$ cat config.mk
export PLATFORM = sky130hd
export DESIGN_NAME = srpe_lane
export DESIGN_NICKNAME = d
export VERILOG_FILES = /design/src/sv/srpe_pkg.sv /design/src/sv/srpe_follow.sv /design/src/sv/srpe_lane.sv
export SDC_FILE = /design/constraint.sdc
export NUM_CORES = 2
export LEC_CHECK = 0
export ABC_CLOCK_PERIOD_IN_PS = 8990
export BUFFER_PORTS_ARGS = -buffer_cell sky130_fd_sc_hd__buf_2
export CAP_MARGIN = 20
export CORE_ASPECT_RATIO = 1.4
export CORE_MARGIN = 2
export CORE_UTILIZATION = 60
export DETAILED_ROUTE_END_ITERATION = 10
export PLACE_DENSITY_LB_ADDON = 0.1
export SYNTH_ARGS = -nofsm -noshare
export SYNTH_HDL_FRONTEND = slang
export SYNTH_SLANG_ARGS = --single-unit
$ cat constraint.sdc
create_clock -name clock -period 8.99 [get_ports clock]
set_input_delay 1.3485 -clock clock [delete_from_list [all_inputs] [get_ports clock]]
set_output_delay 1.3485 -clock clock [all_outputs]
set_load 0.02 [all_outputs]
$ cat src/sv/srpe_pkg.sv
`timescale 1ns / 1ps
// ----------------------------------------------------------------------------
// srpe_pkg
// shared constants, sequencer states and lane control word for the stereo
// mean-square and peak envelope follower
// ----------------------------------------------------------------------------
package srpe_pkg;

   localparam int SAMPLE_BITS_DEF = 16;
   localparam int COEF_BITS_DEF   = 16;

   // register index port is one bit wider than needed so stray indexes decode
   localparam int CSR_ADDR_BITS = 3;

   localparam logic [CSR_ADDR_BITS-1:0] CSR_RMS_ATTACK   = 3'd0;
   localparam logic [CSR_ADDR_BITS-1:0] CSR_RMS_RELEASE  = 3'd1;
   localparam logic [CSR_ADDR_BITS-1:0] CSR_PEAK_ATTACK  = 3'd2;
   localparam logic [CSR_ADDR_BITS-1:0] CSR_PEAK_RELEASE = 3'd3;

   typedef enum logic [1:0] {
      ST_IDLE,
      ST_DIFF,
      ST_MULT,
      ST_UPDATE
   } srpe_state_type;

   typedef struct packed {
      logic load;    // capture a new frame
      logic diff;    // compare and take the distance
      logic mult;    // coefficient multiply
      logic update;  // write back the new levels
   } srpe_ctrl_type;

endpackage

$ cat src/sv/srpe_follow.sv
`timescale 1ns / 1ps
// ----------------------------------------------------------------------------
// srpe_follow
// one-pole attack/release follower: level = new + k*(level - new), rounded
// toward minus infinity, over three sequenced steps
// ----------------------------------------------------------------------------
module srpe_follow
   import srpe_pkg::*;
#(
   parameter int VALUE_BITS = 31,
   parameter int COEF_BITS  = COEF_BITS_DEF
) (
   input  logic                  clock,
   input  logic                  reset,
   input  srpe_ctrl_type         ctrl,
   input  logic [VALUE_BITS-1:0] new_value,
   input  logic [COEF_BITS-1:0]  attack_coef,
   input  logic [COEF_BITS-1:0]  release_coef,
   output logic [VALUE_BITS-1:0] level
);

   localparam int PROD_BITS = VALUE_BITS + COEF_BITS;

   logic [VALUE_BITS-1:0] level_ff, level_in;
   logic [VALUE_BITS-1:0] dist_ff, dist_in;
   logic                  below_ff, below_in;
   logic [COEF_BITS-1:0]  coef_ff, coef_in;
   logic [PROD_BITS-1:0]  prod_ff, prod_in;
   logic [VALUE_BITS-1:0] prod_hi;
   logic                  prod_frac;

   always_comb begin
      below_in = new_value < level_ff;
      dist_in  = below_in ? level_ff - new_value : new_value - level_ff;
      coef_in  = below_in ? release_coef : attack_coef;
      prod_in  = PROD_BITS'(coef_ff) * PROD_BITS'(dist_ff);
   end

   // falling: floor of the product; rising: subtract its ceiling
   assign prod_hi   = prod_ff[PROD_BITS-1:COEF_BITS];
   assign prod_frac = |prod_ff[COEF_BITS-1:0];

   always_comb begin
      if (below_ff) begin
         level_in = new_value + prod_hi;
      end else begin
         level_in = new_value - prod_hi - VALUE_BITS'(prod_frac);
      end
   end

   always_ff @(posedge clock) begin
      if (ctrl.diff) begin
         dist_ff  <= dist_in;
         below_ff <= below_in;
         coef_ff  <= coef_in;
      end
      if (ctrl.mult) begin
         prod_ff <= prod_in;
      end
   end

   always_ff @(posedge clock) begin
      if (reset) begin
         level_ff <= '0;
      end else if (ctrl.update) begin
         level_ff <= level_in;
      end
   end

   assign level = level_ff;

endmodule

$ cat src/sv/srpe_lane.sv
`timescale 1ns / 1ps
// ----------------------------------------------------------------------------
// srpe_lane
// one audio channel: square and magnitude of the sample, then the
// mean-square and peak followers side by side
// ----------------------------------------------------------------------------
module srpe_lane
   import srpe_pkg::*;
#(
   parameter int SAMPLE_BITS = SAMPLE_BITS_DEF,
   parameter int COEF_BITS   = COEF_BITS_DEF
) (
   input  logic                       clock,
   input  logic                       reset,
   input  srpe_ctrl_type              ctrl,
   input  logic [SAMPLE_BITS-1:0]     sample,
   input  logic [COEF_BITS-1:0]       rms_attack_coef,
   input  logic [COEF_BITS-1:0]       rms_release_coef,
   input  logic [COEF_BITS-1:0]       peak_attack_coef,
   input  logic [COEF_BITS-1:0]       peak_release_coef,
   output logic [2*SAMPLE_BITS-2:0]   mean_square,
   output logic [SAMPLE_BITS-1:0]     peak
);

   localparam int SQ_BITS = 2 * SAMPLE_BITS - 1;

   logic [SQ_BITS-1:0]       square_ff, square_in;
   logic [SAMPLE_BITS-1:0]   mag_ff, mag_in;
   logic signed [2*SAMPLE_BITS-1:0] square_full;

   // signed square is never negative and at most 2^(2*SAMPLE_BITS-2)
   assign square_full = $signed(sample) * $signed(sample);
   assign square_in   = square_full[SQ_BITS-1:0];
   // full-scale negative maps to 2^(SAMPLE_BITS-1), which still fits unsigned
   assign mag_in      = sample[SAMPLE_BITS-1] ? (~sample) + 1'b1 : sample;

   always_ff @(posedge clock) begin
      if (ctrl.load) begin
         square_ff <= square_in;
         mag_ff    <= mag_in;
      end
   end

   srpe_follow #(
      .VALUE_BITS (SQ_BITS),
      .COEF_BITS  (COEF_BITS)
   ) u_rms (
      .clock        (clock),
      .reset        (reset),
      .ctrl         (ctrl),
      .new_value    (square_ff),
      .attack_coef  (rms_attack_coef),
      .release_coef (rms_release_coef),
      .level        (mean_square)
   );

   srpe_follow #(
      .VALUE_BITS (SAMPLE_BITS),
      .COEF_BITS  (COEF_BITS)
   ) u_peak (
      .clock        (clock),
      .reset        (reset),
      .ctrl         (ctrl),
      .new_value    (mag_ff),
      .attack_coef  (peak_attack_coef),
      .release_coef (peak_release_coef),
      .level        (peak)
   );

endmodule

==> metrics <==
worst-skew pair later-pin latency 0.67 ns; post-synthesis mux area share 1.330%; chip height 348.2 µm; ranking of synthesized cells by area fa_1, ha_1, edfxtp_1, inv_1, nand2_1; vias per inst 5.603; worst-path fanout max 16; Fin Setup TNS 0 ns; final setup violation count 0; fmax 130.7 MHz; Crit. End Element flop; initial core utilization 60.44%; Simple-Gate Fraction of Synth Area 13.18%; top cells by count, synth inv_1, fa_1, nand2_1; Synth Flop Type edfxtp_1; Crit Path Class flop to flop; gr usage total 30.10%; post-place setup slack 1.077 ns; Slew @ Worst Pin 1.088 ns; syn_area_per_cell 9.075 µm²; CTS clk-pin slew, worst paths 0.06 ns; port bufs 132; area fraction of the dominant cell type after synthesis 33.07%; row cnt 126; most numerous cell in the Yosys netlist inv_1; largest area contributor in the netlist fa_1; # DRC 0; WL/cell 18.69 µm; clock buffer depth 3; Final Max Tran Viols 0; RSZ-0062 raised after global routing no; full die area 0.08702 mm²; IO Pins 133; post-synthesis xor/xnor area fraction 4.018%; number of antenna diodes 0; clk sink count 252; Data arrival, critical path 8.01 ns; CTS resizes 0; hold path depth 2; mapped cell area 0.05078 mm²; Req. time, crit path 9.35 ns; Final Hold Fails 0; Final period util 85.09%; initial drt markers 2053; pin count of the biggest net entering global routing 68; final wirelength 125500 µm; Register-to-Register Path Depth 23; yosys warns 0; Final Critical Period 7.650 ns; Hold/Removal Path Class flop to flop; HPWL Detailed 101800 µm; cells after synthesis 5596; largest family of logic cells by synthesized area adder cells; area of the core 0.08403 mm²; cts bufs inserted 31; startpoint types flop; outcome completed; Async SR Flop Fraction 0%; global-route wire length before repair 209000 µm; Max Cap Viol 0; layout cell share with drive strength beyond 1 5.295%; Distinct cells, synth 83; number of nets in the layout 7058; Util after Layout 63.66%; Clock Skews 0.06549 ns; sequential fraction of the synthesis area 13.97%; Die X-Extent 249.9 µm; Synth-to-Final Area Change 5.329%; Syn Nets 7050; Hold-fix buffers, CTS 0; routed via count 37630; post-route ant nets 0; final std cells w/o fill 6716; # Post-CTS Setup Buffers 0; GR Overflow Total 0; final worst setup slack 1.340 ns; clk root buf clkbuf_16; Synth Area in Compound Gates 10.87%; vias in the first global route 40770; Initial DRT Pass Iterations 6; max_slew headroom 27.45%; htree depth 1; Post-Synth Adder-Cell Area 46.11%; number of flops mapped to enable cells by yosys 205; TritonCTS clock tree done; initial antenna violation count 2; Placer Congestion 0.9224; DP Cell Count 6656; FF+latch count, synth 252
==> worst max-delay path: stages, from the launching register on <==
cell	delay, ns
edfxtp_1	0.72
buf_4	0.36
nand2_1	0.12
fa_1	0.53
fa_1	0.52
fa_1	0.51
inv_1	0.06
fa_1	0.50
fa_1	0.51
inv_1	0.05
fa_1	0.48
inv_1	0.05
ha_1	0.37
a21oi_1	0.16
o21ai_0	0.12
a22o_1	0.26
a21oi_1	0.30
o2bb2ai_1	0.14
buf_4	0.17
a2111oi_0	0.44
nor2_1	0.23
a41o_1	0.29
o41a_1	0.32
xnor2_1	0.13
==> final timing paths <==
path / from / slack (ns) / to
setup reg to reg: u_rms.coef_ff[1] / 1.34 / u_rms.prod_ff[46]
hold reg to reg: u_rms.level[8] / 0.52 / u_rms.level[8]
hold / removal: u_rms.level[8] / 0.52 / u_rms.level[8]
setup / recovery: u_rms.coef_ff[1] / 1.34 / u_rms.prod_ff[46]
==> layer usage <==
layer | part of all wire (%) | vias up | global-route usage (%)
li1 | - | 17600 | -
met1 | 40 | 18830 | 36.57
met2 | 52 | 942 | 55.61
met3 | 4.6 | 253 | 3.013
met4 | 3.7 | 2 | 10.25
met5 | 0.0088 | - | 0
==> logic make-up after synthesis <==
family                   Yosys count
adder cells (fa/ha/maj)         1368
AO/OA/AOI/OAI                    850
buffers and inverters           1413
AND/OR/NAND/NOR                 1416
flip-flops                       252
other                              1
multiplexers                      63
XOR/XNOR                         233
==> area by class of cell <==
cell class | count | area (µm²)
clock buffers | 38 | 832.0
clock inverters | 19 | 236.5
fillers | 7356 | 30540
inverters | 1209 | 4538
multi-input cells | 3931 | 38350
flip-flops and latches | 252 | 7097
well taps | 1088 | 1361
repair buffers | 179 | 1079
==> layout by cell type, fill, tap and decap left out, drive strengths merged, types with 29 or more instances in the layout <==
| cell type | n |
|---|---|
| nand2b | 33 |
| and2 | 331 |
| nand3 | 36 |
| a21oi | 265 |
| clkbuf | 38 |
| o21bai | 46 |
| o211ai | 29 |
| fa | 839 |
| xor2 | 56 |
| inv | 1208 |
| a21o | 131 |
| dfxtp | 47 |
| ha | 529 |
| a211oi | 39 |
| a31oi | 30 |
| nor2 | 189 |
| o21ai | 158 |
| buf | 179 |
| nor3 | 42 |
| nor2b | 30 |
| edfxtp | 205 |
| xnor2 | 177 |
| nand2 | 657 |
| mux2 | 36 |
==> state kept, by name, indices dropped and copies added (netlist names) <==
| name | count |
|---|---|
| u_rms.prod_ff | 47 |
| u_peak.prod_ff | 32 |
| u_rms.dist_ff | 31 |
| u_rms.level | 31 |
| square_ff | 30 |
| u_peak.coef_ff | 16 |
| u_peak.dist_ff | 16 |
| u_peak.level | 16 |
| u_rms.coef_ff | 16 |
| mag_ff | 15 |
| u_peak.below_ff | 1 |
| u_rms.below_ff | 1 |
==> stage by stage <==
stage | instance area (µm²) | hold WS [ns]
after floorplan | 50790 | 0.5653
after global placement | 52340 | 0.5058
after global routing | 53490 | 0.5442
final | 53490 | 0.5226
after detailed placement | 52340 | 0.5066
after CTS | 53410 | 0.5222
Power is left out: the tool's default activity adds up to more than one toggle a clock period on the data nets, which glitch-free logic cannot reach.
